`src/rtl/lfs_pkg.sv`:
```
// shared types and constants for the lifo stack with lcg fill
// no dependencies; imported by every module of the block
package lfs_pkg;

    localparam int DATA_W    = 32;
    localparam int COUNT_W   = 9;
    localparam int LEVEL_W   = 9;
    localparam int SEED_BITS = 31;
    localparam int SPAN_W    = DATA_W + 1;
    localparam int DEPTH_DEF = 256;

    // generator constants
    localparam logic [DATA_W-1:0] LCG_MUL = 32'd1103515245;
    localparam logic [DATA_W-1:0] LCG_ADD = 32'd12345;

    // operation codes
    localparam logic [1:0] MODE_PUSH  = 2'd0;
    localparam logic [1:0] MODE_GROUP = 2'd1;
    localparam logic [1:0] MODE_POP   = 2'd2;
    localparam logic [1:0] MODE_CLEAR = 2'd3;

    // result status codes
    localparam logic [1:0] STATUS_OK       = 2'd0;
    localparam logic [1:0] STATUS_EMPTY    = 2'd1;
    localparam logic [1:0] STATUS_OVERFLOW = 2'd2;
    localparam logic [1:0] STATUS_RANGE    = 2'd3;

    // sequencer to generator controls
    typedef struct packed {
        logic load;
        logic step;
    } gen_ctrl_t;

    // generator to sequencer status
    typedef struct packed {
        logic                 done;
        logic [SEED_BITS-1:0] rem;
    } gen_stat_t;

endpackage

```
`src/rtl/lfs_gen.sv`:
```
// lcg step and bit-serial remainder unit for the group push
// depends on lfs_pkg
module lfs_gen (
    input  logic                             clk,
    input  logic                             rst_n,
    input  lfs_pkg::gen_ctrl_t               ctrl,
    input  logic [lfs_pkg::DATA_W-1:0]       load_seed,
    input  logic [lfs_pkg::SPAN_W-1:0]       span,
    output lfs_pkg::gen_stat_t               stat
);
    import lfs_pkg::*;

    typedef enum logic [2:0] {
        G_IDLE = 3'b001,
        G_LOAD = 3'b010,
        G_DIV  = 3'b100
    } gen_state_t;

    gen_state_t           state_reg;
    logic [DATA_W-1:0]    seed_reg;
    logic [SEED_BITS-1:0] div_reg;
    logic [SEED_BITS-1:0] rem_reg;
    logic [4:0]           cnt_reg;
    logic                 done_reg;

    logic [DATA_W-1:0]    lcg_next;
    logic [DATA_W-1:0]    shifted;
    logic [SPAN_W-1:0]    diff;
    logic                 fits;

    // one lcg step, wrapping at 32 bits, low 31 bits kept
    assign lcg_next = (seed_reg * LCG_MUL + LCG_ADD) & {1'b0, {SEED_BITS{1'b1}}};

    // restoring remainder step
    assign shifted = {rem_reg, div_reg[SEED_BITS-1]};
    assign diff    = {1'b0, shifted} - span;
    assign fits    = ({1'b0, shifted} >= span);

    always_ff @(posedge clk or negedge rst_n)
    begin
        if (!rst_n)
        begin
            state_reg <= G_IDLE;
            done_reg  <= 1'b0;
        end
        else
        begin
            // done pulses after the last remainder step
            done_reg <= (state_reg == G_DIV) && (cnt_reg == 5'(SEED_BITS - 1));
            unique case (state_reg)
                G_IDLE:
                begin
                    if (ctrl.step)
                    begin
                        state_reg <= G_LOAD;
                    end
                end
                G_LOAD:
                begin
                    state_reg <= G_DIV;
                end
                G_DIV:
                begin
                    if (cnt_reg == 5'(SEED_BITS - 1))
                    begin
                        state_reg <= G_IDLE;
                    end
                end
                default:
                begin
                    state_reg <= G_IDLE;
                end
            endcase
        end
    end

    // seed and divider datapath
    always_ff @(posedge clk)
    begin
        if (ctrl.load)
        begin
            seed_reg <= load_seed;
        end
        else if (state_reg == G_IDLE && ctrl.step)
        begin
            seed_reg <= lcg_next;
        end

        if (state_reg == G_LOAD)
        begin
            div_reg <= seed_reg[SEED_BITS-1:0];
            rem_reg <= '0;
            cnt_reg <= '0;
        end
        else if (state_reg == G_DIV)
        begin
            div_reg <= {div_reg[SEED_BITS-2:0], 1'b0};
            rem_reg <= fits ? diff[SEED_BITS-1:0] : shifted[SEED_BITS-1:0];
            cnt_reg <= cnt_reg + 5'd1;
        end
    end

    assign stat.done = done_reg;
    assign stat.rem  = rem_reg;

endmodule

```
`config.mk`:
```
export PLATFORM = sky130hd
export DESIGN_NAME = lfs_gen
export DESIGN_NICKNAME = d
export VERILOG_FILES = /design/src/rtl/lfs_pkg.sv /design/src/rtl/lfs_gen.sv
export SDC_FILE = /design/constraint.sdc
export NUM_CORES = 1
export LEC_CHECK = 0
export ABC_CLOCK_PERIOD_IN_PS = 9500
export BUFFER_PORTS_ARGS = -buffer_cell sky130_fd_sc_hd__buf_2
export CAP_MARGIN = 20
export CORE_ASPECT_RATIO = 0.75
export CORE_MARGIN = 5
export CORE_UTILIZATION = 64
export DETAILED_ROUTE_END_ITERATION = 7
export PLACE_DENSITY = 0.91
export SETUP_SLACK_MARGIN = 0.4
export SLEW_MARGIN = 40
export SYNTH_ARGS = -nofsm -noshare
export SYNTH_HDL_FRONTEND = slang
export SYNTH_SLANG_ARGS = --single-unit
```
`constraint.sdc`:
```
create_clock -name clk -period 9.5 [get_ports clk]
set_input_delay 2.85 -clock clk [delete_from_list [all_inputs] [get_ports clk]]
set_output_delay 2.85 -clock clk [all_outputs]
set_load 0.01 [all_outputs]
```
==> results.md <==
- The post-placement cell area is 15500 sq um.
- The number of antenna violations at the first check in global routing is 0.
- The area of the core is 22800 sq um.
- The synthesis-stage register bit count is 102.
- Timing analysis after detailed placement gives a worst setup slack of 1.96 ns.
- The clock passes through at most 2 buffers.
- The number of synthesized flops with an enable pin is 62.
- The sequential fraction of the synthesis area is 18.2%.
- Yosys printed 0 warnings.
- The share of layout cells above drive strength 1 is 8.33%.
- Synthesis produced a netlist with a net count of 2083.
- The largest single stage delay on the critical path is 0.77 ns.
- The number of pins exceeding their max-slew limit in the final report is 0.
- The number of antenna cells inserted is 0.
- Global routing used 28.7% of the available tracks across all layers.
- Counting both buffers and inverters, the worst setup path holds a total of 8.
- The number of cells on the worst reg-to-reg path is 24.
- The element type at the critical path start is a flop.
- The violation count after the first detailed-routing iteration is 977.
- Each instance of the synthesized netlist takes up on average 9.17 sq um.
- The terminus of the critical flop-to-flop path is seed_reg[30].
- For this design, the CTS-stage hold fixing added 0 buffers.
- Setup repair after global routing left no endpoint under its margin.
- The reg2reg setup slack is 1.89 ns.
- The max-slew headroom at the worst pin is 50.3%.
- The number of global-route vias before repair is 11900.
- The launch instance of the worst register-to-register path is seed_reg[0].
- The highest achievable clock rate is 0.131 GHz.
- The global placer's final weighted congestion is 0.941.
- The type of the worst setup path is reg2reg.
- The transition time of the tightest slew-check pin is 0.745 ns.
- The endpoint class of the critical path is a flop.
- Setup slack closes at 1.89 ns.
- The number of hold violations in the final report is 0.
- The count of boundary I/O pins is 101.
- The antenna violation net count after detailed routing is 0.
- The row count is 48.
- The number of detailed-routing iterations run before antenna repair is 6.
- Between clock sinks in the finished design, the worst skew comes to 0.0156 ns.
- After clock tree synthesis, the clock-pin slew on the worst setup and hold paths is 0.09 ns.
- In this run the most critical hold path is launched from rem_reg[20].
- The sum of net half-perimeters after detailed placement is 30.3 mm.
- For the worst setup path, the data required time is 9.59 ns.
- The run finished with clean final reports.
- Tracing the worst setup path back leads to its startpoint at seed_reg[0].
- Leaving out fill and tap cells, the most frequent cells in the layout are 462 x sky130_fd_sc_hd__inv_1, 231 x sky130_fd_sc_hd__ha_1, 177 x sky130_fd_sc_hd__fa_1.
- The number of maximum-capacitance violations is 0.
- In the synthesized netlist the dominant register cell turns out to be sky130_fd_sc_hd__edfxtp_1.
- The count of cells along the worst hold path is 2.
- Broken down by cell family, the worst path's largest delay share belongs to adder cells.
- In the final design database the tool counted 2165 nets.
- The finished cells cover 15800 sq um.
- For the final routed database, the setup TNS stands at 0 ns.
- The critical path arrival is 7.70 ns.
- The cell that appears most often on the critical path is sky130_fd_sc_hd__inv_1.
- Entering global routing, the biggest net connects 58 pins.
- On the critical path, the stage with the largest delay is an instance of sky130_fd_sc_hd__edfxtp_1.
- The initial core utilization is 64.5%.
- Setup violations remaining at the end of the flow were counted as 0.
- The vertical die dimension is 141 um.
- The die area is 26200 sq um.
- Clock tree synthesis inserted a total of 9 buffers.
- The final wirelength is 36.5 mm.
- For the worst-skew pair, the clock arrives at the later sink with an insertion delay of 0.38 ns.
- Compared with the post-synthesis result, the final layout area differs by 7.33%.
- Traced cell by cell, the critical path runs through inv_1, ha_1, inv_1, ha_1, inv_1, fa_1, inv_1, fa_1, ha_1, inv_1, fa_1, inv_1, fa_1, inv_1, fa_1, inv_1, ha_1, a211oi_1, a32oi_1, a31oi_1, o31ai_1, o41ai_2, nor3_1, a221oi_1.
- Leaving out fill and tap cells, the most frequent cell in the layout is sky130_fd_sc_hd__inv_1.
- The horizontal die dimension is 185 um.
- CTS built an H-tree with a depth of 3.
- The area of the mapped netlist is 14700 sq um.
- For this run, design rule violations remaining after detail routing come to 0.
- The buffers inserted during post-CTS setup optimization is 0.
- The minimum clock period is 7.61 ns.
- The worst hold-check path type is reg2reg.
- The first global-routing pass estimated 59.1 mm of wire.
- The leftover overflow at the end of global routing is 0.
- The number of different library cells in the post-synthesis netlist is 71.
- TritonCTS built the clock tree.
- After layout, the worst path uses 80.1% of the clock period.
- The total vias in the final route is 11400.
- The share of flip-flops with an asynchronous set or reset is 3.92%.
- The number of vias per cell after detailed routing is 5.71.
- The number of gates given a new drive strength after cts is 0.
- For hold timing, the worst endpoint is rem_reg[20].
- The wire length per cell is 18.3 um.
- The clock sink count is 102.
- The final standard cell utilization of the core is 69.3%.
- The clock tree root buffer cell is sky130_fd_sc_hd__clkbuf_16.
- The highest net fanout along the worst path is 11.
- The number of port buffers is 99.
- After technology mapping, the gate count stands at 1606.
## cell families after synthesis
logic type	after synthesis	synth area share, %
buffers and inverters	495	12.8
XOR/XNOR	87	5.17
multiplexers	28	1.93
flip-flops	102	18.2
AND/OR/NAND/NOR	222	6.81
adder cells (fa/ha/maj)	408	43.7
AO/OA/AOI/OAI	264	11.4
## stage by stage
stage / std cells / hold WS [ns]
3_5_place_dp: 1977 / 0.478
6_report: 1993 / 0.486
3_3_place_gp: 1977 / 0.470
2_1_floorplan: 1606 / 0.454
5_1_grt: 1993 / 0.515
4_1_cts: 1993 / 0.489
## area by class of cell
cell class,instances,area [sq um]
timing repair buffer,104,533
fill,1685,7020
tap,300,375
multi-input combinational,1009,10200
clock inverter,7,78.8
clock buffer,9,225
inverter,462,1730
sequential,102,2680
## Yosys cell counts, types with 5 or more instances
cell type	instances	area (sq um)
sky130_fd_sc_hd__nor2_1	48	180
sky130_fd_sc_hd__or3_1	5	31.3
sky130_fd_sc_hd__o21bai_1	6	45.0
sky130_fd_sc_hd__o31ai_1	5	37.5
sky130_fd_sc_hd__a211oi_1	11	82.6
sky130_fd_sc_hd__o21ai_1	19	95.1
sky130_fd_sc_hd__inv_1	462	1730
sky130_fd_sc_hd__clkbuf_1	26	97.6
sky130_fd_sc_hd__edfxtp_1	62	1860
sky130_fd_sc_hd__fa_1	177	3540
sky130_fd_sc_hd__o21ai_0	79	395
sky130_fd_sc_hd__xor2_1	31	272
sky130_fd_sc_hd__mux2i_1	25	250
sky130_fd_sc_hd__nand3_1	14	70.1
sky130_fd_sc_hd__dfxtp_1	36	721
sky130_fd_sc_hd__a21oi_1	67	335
sky130_fd_sc_hd__nor2b_1	6	37.5
sky130_fd_sc_hd__nor3_1	14	70.1
sky130_fd_sc_hd__ha_1	231	2890
sky130_fd_sc_hd__nand4_1	7	43.8
sky130_fd_sc_hd__a21o_1	21	158
sky130_fd_sc_hd__o21a_1	9	67.6
sky130_fd_sc_hd__nand2_1	100	375
sky130_fd_sc_hd__xnor2_1	56	490
sky130_fd_sc_hd__a32oi_1	5	43.8
sky130_fd_sc_hd__nand2b_1	9	56.3
## how the worst max path moves through the flow
stage,to,slack (ns),cells after the start
2_1_floorplan,seed_reg[29],2.85,25
3_5_place_dp,seed_reg[28],1.96,24
6_report,seed_reg[30],1.89,24
4_1_cts,seed_reg[28],1.95,24
3_3_place_gp,seed_reg[30],2.20,24
5_1_grt,seed_reg[30],1.65,24
## routing by layer
metal	vias to the layer above	GRT usage (%)	share of wire, %
met5	-	0	0
met4	0	9.58	3.1
met3	104	7.23	9.3
met2	510	46.7	47
met1	5510	37.8	41
li1	5261	-	-
## worst reg2reg max path, delay by kind of cell (launching register included)
family	cells	cell delay (ns)
and+or+nand+nor	1	0.19
DFF	1	0.77
buffers and inverters	8	0.80
adders and majority gates	9	3.70
AOI/OAI and AO/OA	6	1.87
Power is not shown: default switching activity piles up to over one toggle a cycle in this logic, so the estimate is an artifact.
